==> src/rtl/core/nnfq_pkg.sv <==
// Shared types, constants and the note frequency table of the note quantiser.
package nnfq_pkg;

  // Field widths and table geometry.
  localparam int FREQ_W       = 24;
  localparam int OUT_W        = 22;
  localparam int NOTE_COUNT   = 128;
  localparam int FRAC_BITS    = 8;
  localparam int CNT_W        = $clog2(NOTE_COUNT + 1);
  localparam int ADDR_W       = $clog2(NOTE_COUNT);
  localparam int SEARCH_STEPS = CNT_W;

  localparam logic [OUT_W-1:0]  OUT_MAX           = {OUT_W{1'b1}};
  localparam logic [FREQ_W-1:0] SILENCE_FLOOR_RST = FREQ_W'(5120);

  // Semitone factors 2^(k/12), scaled by 10^11.
  localparam logic [63:0] ScaleDec = 64'd100000000000;
  localparam logic [11:0][63:0] SEMI_RATIO = {
    64'd188774862536, 64'd178179743628, 64'd168179283051, 64'd158740105197,
    64'd149830707688, 64'd141421356237, 64'd133483985417, 64'd125992104989,
    64'd118920711500, 64'd112246204831, 64'd105946309436, 64'd100000000000
  };

  typedef logic [NOTE_COUNT-1:0][OUT_W-1:0] note_tab_t;

  // One item on its way through the search.
  typedef struct packed {
    logic [FREQ_W-1:0] x;
    logic              silent;
    logic [CNT_W-1:0]  below;
  } nnfq_item_t;

  // Equal-tempered note frequency, note 69 at 440 Hz, rounded half up.
  function automatic logic [OUT_W-1:0] note_value(int idx);
    int          t;
    int          octave;
    int          semi;
    int          down;
    logic [63:0] num;
    logic [63:0] den_half;
    logic [63:0] q;
    t      = idx + 3;
    octave = t / 12 - 6;
    semi   = t % 12;
    num    = (64'd440 * SEMI_RATIO[semi]) << FRAC_BITS;
    down   = 0;
    if (octave > 0) begin
      num = num << octave;
    end else begin
      down = -octave;
    end
    den_half = (ScaleDec << down) >> 1;
    // Dividing by the decimal scale first and the power of two second is exact.
    q = ((num + den_half) / ScaleDec) >> down;
    if (q > 64'(OUT_MAX)) begin
      q = 64'(OUT_MAX);
    end
    return q[OUT_W-1:0];
  endfunction

  function automatic note_tab_t build_table();
    note_tab_t tab;
    for (int i = 0; i < NOTE_COUNT; i++) begin
      tab[i] = note_value(i);
    end
    return tab;
  endfunction

  localparam note_tab_t NOTE_TABLE = build_table();

endpackage

==> src/rtl/core/nnfq_search.sv <==
// Pipelined binary search that counts the table entries at or below each sample.
module nnfq_search (
  input  logic                      clk_i,
  input  logic                      rst_ni,
  input  logic [nnfq_pkg::FREQ_W-1:0] floor_i,
  input  logic                      valid_i,
  output logic                      ready_o,
  input  logic [nnfq_pkg::FREQ_W-1:0] freq_i,
  output logic                      valid_o,
  input  logic                      ready_i,
  output nnfq_pkg::nnfq_item_t      item_o
);
  import nnfq_pkg::*;

  logic [SEARCH_STEPS-1:0] vld_q;
  logic [SEARCH_STEPS-1:0] rdy;
  nnfq_item_t              item_q [SEARCH_STEPS];
  nnfq_item_t              item_d [SEARCH_STEPS];
  nnfq_item_t              first;

  // The entry stage also decides whether the sample is silent.
  always_comb begin
    first.x      = freq_i;
    first.silent = freq_i < floor_i;
    first.below  = '0;
  end

  // One search step per stage, most significant count bit first.
  for (genvar s = 0; s < SEARCH_STEPS; s++) begin : g_step
    localparam int B = SEARCH_STEPS - 1 - s;
    nnfq_item_t       prev;
    logic [CNT_W-1:0] cand;
    logic [CNT_W-1:0] cand_m1;
    logic             take;

    if (s == 0) begin : g_head
      assign prev = first;
    end else begin : g_body
      assign prev = item_q[s-1];
    end

    assign cand    = prev.below | (CNT_W'(1) << B);
    assign cand_m1 = cand - CNT_W'(1);
    assign take    = (cand <= CNT_W'(NOTE_COUNT)) &&
                     (FREQ_W'(NOTE_TABLE[cand_m1[ADDR_W-1:0]]) <= prev.x);

    always_comb begin
      item_d[s]       = prev;
      item_d[s].below = take ? cand : prev.below;
    end

    // A stage takes a new item when it is empty or its item moves on.
    if (s == SEARCH_STEPS - 1) begin : g_last
      assign rdy[s] = !vld_q[s] || ready_i;
    end else begin : g_mid
      assign rdy[s] = !vld_q[s] || rdy[s+1];
    end

    always_ff @(posedge clk_i or negedge rst_ni) begin
      if (!rst_ni) begin
        vld_q[s] <= 1'b0;
      end else if (rdy[s]) begin
        vld_q[s] <= (s == 0) ? valid_i : vld_q[(s == 0) ? 0 : s - 1];
      end
    end

    always_ff @(posedge clk_i) begin
      if (rdy[s]) begin
        item_q[s] <= item_d[s];
      end
    end
  end

  assign ready_o = rdy[0];
  assign valid_o = vld_q[SEARCH_STEPS-1];
  assign item_o  = item_q[SEARCH_STEPS-1];

`ifndef SYNTH
  // The count never exceeds the number of notes.
  a_count_range: assert property (@(posedge clk_i) disable iff (!rst_ni)
    valid_o |-> item_o.below <= CNT_W'(NOTE_COUNT))
    else $error("search count out of range");

  // Every entry counted lies at or below the sample.
  a_lower_ok: assert property (@(posedge clk_i) disable iff (!rst_ni)
    valid_o && (item_o.below != '0) |->
      FREQ_W'(NOTE_TABLE[ADDR_W'(item_o.below - CNT_W'(1))]) <= item_o.x)
    else $error("entry below the count exceeds the sample");

  // The first entry not counted lies above the sample.
  a_upper_ok: assert property (@(posedge clk_i) disable iff (!rst_ni)
    valid_o && (item_o.below < CNT_W'(NOTE_COUNT)) |->
      FREQ_W'(NOTE_TABLE[ADDR_W'(item_o.below)]) > item_o.x)
    else $error("entry at the count is not above the sample");
`endif

endmodule

==> src/rtl/core/nearest_note_freq_quantizer.sv <==
// Top level of the nearest note frequency quantiser.
// Each item is a sample in unsigned Q16.8 hertz and gives one result item: the nearest
// equal-tempered note frequency (note 69 at 440 Hz) in Q14.8, an exact tie going to the
// upper note, or zero when the sample lies below the silence floor. The block takes one
// item per cycle while the output is not stalled. Each accepted item passes through,
// in order, eight stages of the binary search over the 128-entry note table
// (one table compare per stage, the first loaded at the accepting edge), one stage that
// fetches the two neighbouring notes and one output register that picks the nearer. The
// silence floor resets to 20 Hz and may only be written while no item is in flight.
module nearest_note_freq_quantizer (
  input  logic                        clk_i,
  input  logic                        rst_ni,
  input  logic                        cfg_we_i,
  input  logic [nnfq_pkg::FREQ_W-1:0] cfg_wdata_i,
  input  logic                        in_valid_i,
  output logic                        in_ready_o,
  input  logic [nnfq_pkg::FREQ_W-1:0] in_freq_i,
  output logic                        out_valid_o,
  input  logic                        out_ready_i,
  output logic [nnfq_pkg::OUT_W-1:0]  out_freq_o
);
  import nnfq_pkg::*;

  logic [FREQ_W-1:0] floor_q;
  logic              srch_vld;
  logic              fetch_rdy;
  nnfq_item_t        srch_item;
  logic              fetch_vld_q;
  logic [FREQ_W-1:0] fetch_x_q;
  logic              fetch_silent_q;
  logic [OUT_W-1:0]  lo_v_q;
  logic [OUT_W-1:0]  hi_v_q;
  logic [ADDR_W-1:0] lo_addr;
  logic [ADDR_W-1:0] hi_addr;
  logic              out_rdy;
  logic              out_vld_q;
  logic [OUT_W-1:0]  out_freq_q;
  logic [OUT_W-1:0]  out_freq_d;
  logic [FREQ_W-1:0] d_lo;
  logic [FREQ_W-1:0] d_hi;

  // Silence floor register.
  always_ff @(posedge clk_i or negedge rst_ni) begin
    if (!rst_ni) begin
      floor_q <= SILENCE_FLOOR_RST;
    end else if (cfg_we_i) begin
      floor_q <= cfg_wdata_i;
    end
  end

  nnfq_search u_search (
    .clk_i   (clk_i),
    .rst_ni  (rst_ni),
    .floor_i (floor_q),
    .valid_i (in_valid_i),
    .ready_o (in_ready_o),
    .freq_i  (in_freq_i),
    .valid_o (srch_vld),
    .ready_i (fetch_rdy),
    .item_o  (srch_item)
  );

  // Neighbouring notes; past either end both point at the end note.
  always_comb begin
    lo_addr = (srch_item.below == '0) ? '0 : ADDR_W'(srch_item.below - CNT_W'(1));
    hi_addr = (srch_item.below >= CNT_W'(NOTE_COUNT)) ? ADDR_W'(NOTE_COUNT - 1)
                                                      : ADDR_W'(srch_item.below);
  end

  assign out_rdy   = !out_vld_q || out_ready_i;
  assign fetch_rdy = !fetch_vld_q || out_rdy;

  // Fetch stage.
  always_ff @(posedge clk_i or negedge rst_ni) begin
    if (!rst_ni) begin
      fetch_vld_q <= 1'b0;
    end else if (fetch_rdy) begin
      fetch_vld_q <= srch_vld;
    end
  end

  always_ff @(posedge clk_i) begin
    if (fetch_rdy) begin
      fetch_x_q      <= srch_item.x;
      fetch_silent_q <= srch_item.silent;
      lo_v_q         <= NOTE_TABLE[lo_addr];
      hi_v_q         <= NOTE_TABLE[hi_addr];
    end
  end

  // Pick the nearer note; an exact tie goes to the upper one.
  always_comb begin
    d_lo = fetch_x_q - FREQ_W'(lo_v_q);
    d_hi = FREQ_W'(hi_v_q) - fetch_x_q;
    if (fetch_silent_q) begin
      out_freq_d = '0;
    end else if (d_lo < d_hi) begin
      out_freq_d = lo_v_q;
    end else begin
      out_freq_d = hi_v_q;
    end
  end

  // Output register.
  always_ff @(posedge clk_i or negedge rst_ni) begin
    if (!rst_ni) begin
      out_vld_q <= 1'b0;
    end else if (out_rdy) begin
      out_vld_q <= fetch_vld_q;
    end
  end

  always_ff @(posedge clk_i) begin
    if (out_rdy) begin
      out_freq_q <= out_freq_d;
    end
  end

  assign out_valid_o = out_vld_q;
  assign out_freq_o  = out_freq_q;

`ifndef SYNTH
  // The fetched neighbours are always in table order.
  a_nbr_order: assert property (@(posedge clk_i) disable iff (!rst_ni)
    fetch_vld_q |-> lo_v_q <= hi_v_q)
    else $error("fetched neighbours out of order");

  // With the output register empty the whole pipeline can move.
  a_drain_ready: assert property (@(posedge clk_i) disable iff (!rst_ni)
    !out_vld_q |-> in_ready_o)
    else $error("input stalled with an empty output register");

  // A silent item leaves as zero.
  a_silent_zero: assert property (@(posedge clk_i) disable iff (!rst_ni)
    fetch_vld_q && fetch_silent_q && out_rdy |=> out_vld_q && (out_freq_q == '0))
    else $error("silent item gave a non-zero result");
`endif

endmodule

==> config.mk <==
export PLATFORM = sky130hd
export DESIGN_NAME = nearest_note_freq_quantizer
export DESIGN_NICKNAME = d
export VERILOG_FILES = /design/src/rtl/core/nnfq_pkg.sv /design/src/rtl/core/nnfq_search.sv /design/src/rtl/core/nearest_note_freq_quantizer.sv
export SDC_FILE = /design/constraint.sdc
export NUM_CORES = 1
export LEC_CHECK = 0
export BUFFER_PORTS_ARGS = -buffer_cell sky130_fd_sc_hd__clkbuf_2
export CORE_MARGIN = 4
export CORE_UTILIZATION = 25
export CTS_BUF_LIST = sky130_fd_sc_hd__clkbuf_4
export DETAILED_ROUTE_END_ITERATION = 8
export HOLD_SLACK_MARGIN = 0.15
export PLACE_DENSITY = 0.48
export SLEW_MARGIN = 0
export SYNTH_ARGS = -nofsm -noshare
export SYNTH_HDL_FRONTEND = slang
export SYNTH_SLANG_ARGS = --single-unit
==> constraint.sdc <==
create_clock -name clk_i -period 8.8 [get_ports clk_i]
set_input_delay 0 -clock clk_i [delete_from_list [all_inputs] [get_ports clk_i]]
set_output_delay 0 -clock clk_i [all_outputs]
set_load 0.05 [all_outputs]
After elaboration in Yosys (flattened, before gate mapping)
Memory sizes are Yosys's and may differ from the RTL's. A register that Yosys moved wholly into a read port is not among the register bits.
Index checks and enable logic that the tools add are counted.
- flip-flop bits (word level): 81
- output and inout bits: 24
- bits in read-only memories: 25344
- word-level logic and storage cells: 121
- input bits: 53
- memories: 10
- bits in writable memories: 264
- reduce and logical (&&, ||, !) cells: 28
- $lt $le $gt $ge: 25
- multiplexer cells: 34
- add/subtract/negate cells: 10
- memories (name ; depth ; width ; rd ports ; clocked after Yosys merged registers in ; wr ports ; RTL line ; source):
    (no name shown) ; 128 ; 22 ; 1 ; 0 ; 0 ; nnfq_search.sv:45 ; (FREQ_W'(NOTE_TABLE[cand_m1[ADDR_W-1:0]]) <= prev.x);
    (no name shown) ; 128 ; 22 ; 1 ; 0 ; 0 ; nnfq_search.sv:45 ;
    (no name shown) ; 128 ; 22 ; 1 ; 0 ; 0 ; nnfq_search.sv:45 ;
    (no name shown) ; 128 ; 22 ; 1 ; 0 ; 0 ; nnfq_search.sv:45 ;
    (no name shown) ; 128 ; 22 ; 1 ; 0 ; 0 ; nnfq_search.sv:45 ;
    (no name shown) ; 128 ; 22 ; 1 ; 0 ; 0 ; nnfq_search.sv:45 ;
    4 more memories ; -- ; -- ; -- ; -- ; -- ; -- ;
- operators by type and width (cell ; number):
    $mux 22 ; 8
    $le 22x24->1 ; 7
    $le 8x8->1 const B ; 7
    $lt 7x8->1 const B ; 7
    $sub 7x1->7 const B ; 8
    $lt 24x24->1 ; 2
    $le 22x24->1 const A ; 1
    $sub 22x24->24 ; 1
    $sub 24x22->24 ; 1
    $mux 7 ; 3
    $mux 1 ; 17
    $logic_not 1->1 ; 10
    $logic_or 1x1->1 ; 10
    $ge 8x8->1 const B ; 1
    $logic_not 8->1 ; 1
    $mux 8 ; 1
    $logic_and 1x1->1 ; 7
    $mux 6 ; 1
    $mux 5 ; 1
    $mux 4 ; 1
    $mux 3 ; 1
    $mux 2 ; 1

Logic depth before layout (Yosys ltp)
- depth after elaboration: 13
- depth in mapped cells: 21

Cells and area by module
Synthesis repeated with hierarchy kept, for this count alone.
- cell total of the unflattened synthesis: 2932
- area total of the unflattened synthesis: 26813.2 µm²
- by module, submodules not included (module ; seq. area each (µm²) ; cells an instance ; area each (µm²) ; times used):
    nnfq_search ; 7287.0 ; 1341 ; 14476.4 ; 1
    nearest_note_freq_quantizer ; 3385.7 ; 1591 ; 12336.8 ; 1

Worst setup path after synthesis
Ideal clock, no wire load.
- path kind: register to register
- start: register fetch_x_q[0]
- end: register out_freq_q[10], in the netlist out_freq_o[10] (data pin)
- cell stages (with the launch flop): 20
- buffers on the path: 1
- setup slack: 4.518 ns
- required time: 8.535 ns
- arrival: 4.018 ns
- cell sequence: edfxtp_1 inv_1 ha_1 inv_1 fa_1 a21o_1 a311o_1 a21o_1 a31oi_1 a41oi_1 o31a_1 nor4_1 a311oi_1 ha_1 nand4_1 or3_1 nor3_1 a21oi_1 buf_2 mux2i_1
- word-level cells in the longest chain between the ends: 3
- elaborated cells on any way between the ends: 4
- classes of those cells: add/sub: 2; order compare: 1; mux: 1
- ends and longest elaborated chain (element ; RTL line ; source):
    start: declaration ; nearest_note_freq_quantizer.sv:29 ; logic [FREQ_W-1:0] fetch_x_q;
    start signal: assignment ; nearest_note_freq_quantizer.sv:84 ; fetch_x_q <= srch_item.x;
    $sub 24x22->24 or $sub 22x24->24 (tied branches) ; nearest_note_freq_quantizer.sv:93, nearest_note_freq_quantizer.sv:94 ;
    $lt 24x24->1 (*) ; nearest_note_freq_quantizer.sv:97 ; end else if (d_lo < d_hi) begin
    $mux 22 (*) ; nearest_note_freq_quantizer.sv:97 ;
    end signal: assignment ; nearest_note_freq_quantizer.sv:115 ; out_freq_q <= out_freq_d;
    end: declaration ; nearest_note_freq_quantizer.sv:37 ; logic [OUT_W-1:0] out_freq_q;
Every way passes the cells marked *; elsewhere a longest branch is shown, timed or not.
A chain may end at the register's enable or synchronous reset.

Final worst setup path
- start: register fetch_x_q[0]
- end: register out_freq_q[3], in the netlist out_freq_o[3] (data pin)
The elaborated chain is that of the path after synthesis.

==> impl_metrics.yaml <==
status:
  status: "complete, no violations"
global_routing:
  busiest_layer: "met2"
  antenna_found_initial: 1
  met3_usage_pct: 3.122
  grt_pass1_wl_um: 134200
  met1_usage_pct: 20.78
  grt_use_total_pct: 15.06
  grt_overflow: 0
  grt_max_degree: 73
  grt_pass1_vias: 22784
  use_met2_pct: 23.58
route:
  vias_per_cell: 5.129
  wl_um: 87310
  ant_nets: 0
  num_vias: 23705
  wire_per_inst_um: 18.89
  initialDrtViolationCount: 2578
  drc: 0
  firstDrtPassIters: 6
power:
  clkPwrFrac_pct: 12.8
  power.internal_mw: 6.135
  p_comb_share_pct: 62.9
  power_density_nw_per_um2: 388.9
  max-vdd-ir-drop_mv: 0.2419
  swShare_pct: 49.76
  leakagePower_nw: 13.00
  switchingPower_mw: 6.076
  power_frac_seq_pct: 24.3
die:
  die_w_um: 335.5
  die_y_um: 335.5
  rows: 119
  start_util_pct: 25.34
  dieArea_um2: 112600
  io_pins: 77
  core_area_um2: 105900
final_layout:
  final_nets: 3460
  syn2layout_area_growth_pct: 17.08
  finalNonFillerCells: 4622
  fin_area_um2: 31400
  layout-drive-gt1-share_pct: 10.50
timing:
  max_freq_mhz: 191.9
  timing.setup.tns_ns: 0
  relSlewSlack_pct: 21.59
  worst_clock_skew_ns: 0.08383
  hold_viol_final: 0
  finalCritPeriodShare_pct: 59.22
  setup_violations: 0
  rsz0062_at_grt: "no"
  tightest_slew_ns: 1.146
  min_period_ns: 5.211
  slew_viol_final: 0
yosys:
  yosysSeqAreaShare_pct: 39.79
  syn_area_um2: 26820
  syn_nets: 3280
  yosysWarnings: 0
  ys_types: 88
  synth_edf_count: 327
  ys_ff_latch: 361
  synth_flop_cell: "edfxtp_1"
  synth_async_sr_flop_share_pct: 9.418
  synth_area_per_cell_um2: 9.049
  syn_inst: 2964
critical_path:
  endpoint_kind: "register"
  r2r_start: "fetch_x_q[0]$_DFFE_PP_"
  reg2reg_slack_ns: 3.59
  arrival_ns: 5.75
  rr_endpoint: "out_freq_o[3]$_SDFFCE_PP0P_"
  critPathMaxFanout: 22
  reg2regPathDepth: 17
  cp-start-kind: "register"
  worst-setup-path-type: "register to register"
  required_ns: 9.34
hold_path:
  hold_depth: 4
  worst_hold_path.endpoint: "out_valid_o$_DFFE_PN0P_"
  hold_start: "out_ready_i"
  hp-class: "primary input to register"
placed_design:
  place.port_buffers: 76
  post_dp_cell_area_um2: 28550
  dp_hpwl_um: 61110
  dp.cells: 4281
  gp_congestion: 0.9077
clock_tree:
  clkTransAtPathRegs_ns: 0.08
  cts_setup_buffers: 0
  worstSkewPairLatency_ns: 0.88
  hold_buffers: 150
  clock_path_buffers: 3
  ctsRootBufferMaster: "clkbuf_4"
  ctsHtreeMaxLevel: 3
  post_cts_resized: 0
  clock_sinks: 361
  cts_tree: "built"
  cts_buffers: 102
flow_run:
  maxCapViolCount: 0
==> final cells by class <==
| cell class | instances | area, um^2 |
|---|---|---|
| well taps | 1391 | 1740 |
| fillers | 11125 | 74460 |
| flip-flops and latches | 361 | 10670 |
| diodes | 2 | 5.005 |
| repair buffers | 266 | 2192 |
| clock buffers | 143 | 1074 |
| inverters | 253 | 949.7 |
| clock inverters | 46 | 256.5 |
| multi-input cells | 2160 | 14510 |
==> power groups by stage <==
stage	clock network, mW	logic, mW	registers [mW]
5_1_grt	1.74	8.46	3.02
6_report	1.56	7.69	2.97
3_3_place_gp	0	7.50	3.02
2_1_floorplan	0	5.39	2.92
4_1_cts	1.63	7.55	2.98
3_5_place_dp	0	7.44	3.02
==> worst max-delay path by stage <==
stage | startpoint | endpoint | slack (ns) | depth (start not counted)
CTS | fetch_x_q[0]$_DFFE_PP_ | out_freq_o[3]$_SDFFCE_PP0P_ | 3.53 | 17
global route | hi_v_q[0]$_DFFE_PP_ | out_freq_o[3]$_SDFFCE_PP0P_ | 3.08 | 19
global placement | fetch_x_q[0]$_DFFE_PP_ | out_freq_o[20]$_SDFFCE_PP0P_ | 3.61 | 17
floorplan | fetch_x_q[0]$_DFFE_PP_ | out_freq_o[10]$_SDFFCE_PP0P_ | 4.52 | 19
detailed placement | fetch_x_q[0]$_DFFE_PP_ | out_freq_o[3]$_SDFFCE_PP0P_ | 3.64 | 17
finish | fetch_x_q[0]$_DFFE_PP_ | out_freq_o[3]$_SDFFCE_PP0P_ | 3.59 | 17
==> worst max-delay path: stages (launching register included) <==
cell	delay, ns
edfxtp_1	0.38
inv_1	0.07
ha_1	0.17
inv_1	0.06
fa_1	0.41
a21o_1	0.20
a311o_1	0.40
a21o_1	0.23
a31oi_1	0.30
a41oi_1	0.21
o31a_1	0.32
a311oi_1	0.33
ha_1	0.29
a21o_1	0.16
a21oi_1	0.15
o221ai_1	0.18
a21oi_4	0.81
mux2i_1	0.21
==> Yosys cell counts, drive strengths merged, types with 16 or more instances <==
| master | count | area share, % |
|---|---|---|
| a221oi | 21 | 0.71 |
| nor3 | 55 | 1.1 |
| clkbuf | 144 | 2.0 |
| dfrtp | 32 | 3.0 |
| o21a | 32 | 0.90 |
| inv | 249 | 3.5 |
| ha | 261 | 12 |
| a211oi | 52 | 1.5 |
| o31ai | 22 | 0.62 |
| edfxtp | 327 | 37 |
| a21oi | 263 | 4.9 |
| buf | 46 | 0.80 |
| nand2b | 76 | 1.8 |
| nand4 | 33 | 0.77 |
| nor2b | 19 | 0.44 |
| nand2 | 251 | 3.5 |
| or2 | 19 | 0.44 |
| a31oi | 41 | 0.96 |
| xor2 | 16 | 0.52 |
| a21o | 82 | 2.3 |
| o211ai | 33 | 0.92 |
| xnor2 | 27 | 0.88 |
| nand3 | 43 | 0.82 |
| o22ai | 27 | 0.63 |
| o21ai | 262 | 4.9 |
| nor2 | 238 | 3.3 |
| mux2i | 33 | 1.2 |
==> cells in the final DEF (no fill, tap or decap), types with 14 or more instances in the layout <==
cell type / n
nand2b_1: 76
nor2_1: 234
nor2b_1: 19
a21o_1: 82
nand2_1: 250
clkbuf_2: 76
o21ai_0: 240
or2_2: 18
and3_1: 14
nand4_1: 33
ha_1: 261
and2_1: 15
o211ai_1: 33
o31ai_1: 22
o21a_1: 32
clkinv_1: 34
clkbuf_4: 143
xnor2_1: 27
a31oi_1: 41
edfxtp_1: 327
o22ai_1: 27
a211oi_1: 52
buf_4: 40
inv_1: 247
nand3_1: 42
dfrtp_1: 32
xor2_1: 16
nor3_1: 54
o21ai_1: 22
o221ai_1: 15
dlygate4sd3_1: 149
mux2i_1: 32
a21oi_1: 260
a221oi_1: 20
==> layer usage <==
| layer | routed length [um] | part of all wire (%) |
|---|---|---|
| met1 | 39350 | 45 |
| met2 | 38780 | 44 |
| met3 | 6450 | 7.4 |
| met4 | 2725 | 3.1 |
| met5 | 0 | 0 |
==> metrics by stage <==
stage | setup slack (ns) | util, % | hold WS (ns) | total power [mW]
after floorplan | 4.518 | - | -0.2956 | 8.307
after global placement | 3.610 | 26.97 | 0.1994 | 10.52
after detailed placement | 3.637 | 26.97 | 0.2068 | 10.46
after CTS | 3.529 | 29.66 | 0.1651 | 12.17
after global routing | 3.079 | 29.66 | 0.1991 | 13.22
final | 3.589 | 29.66 | 0.2715 | 12.21
==> logic make-up (layout without fill, tap and decap cells) <==
family,count (synthesis),after routing,synth area share (%)
other,0,2,0
AO/OA/AOI/OAI,983,983,23.21
AND/OR/NAND/NOR,820,820,14.46
XOR/XNOR,43,43,1.404
buffers and inverters,443,708,6.358
adder cells (fa/ha/maj),263,263,12.33
flip-flops,361,361,39.79
multiplexers,51,51,2.449
==> sequential cells by signal (all words and copies together), names as in the netlist <==
register          count
u_search.item_q     236
fetch_x_q            24
floor_q              24
hi_v_q               22
lo_v_q               22
out_freq_o           22
u_search.vld_q        7
fetch_silent_q        1
fetch_vld_q           1
out_valid_o           1
u_search.valid_o      1
(Power assumes the default switching activity.)
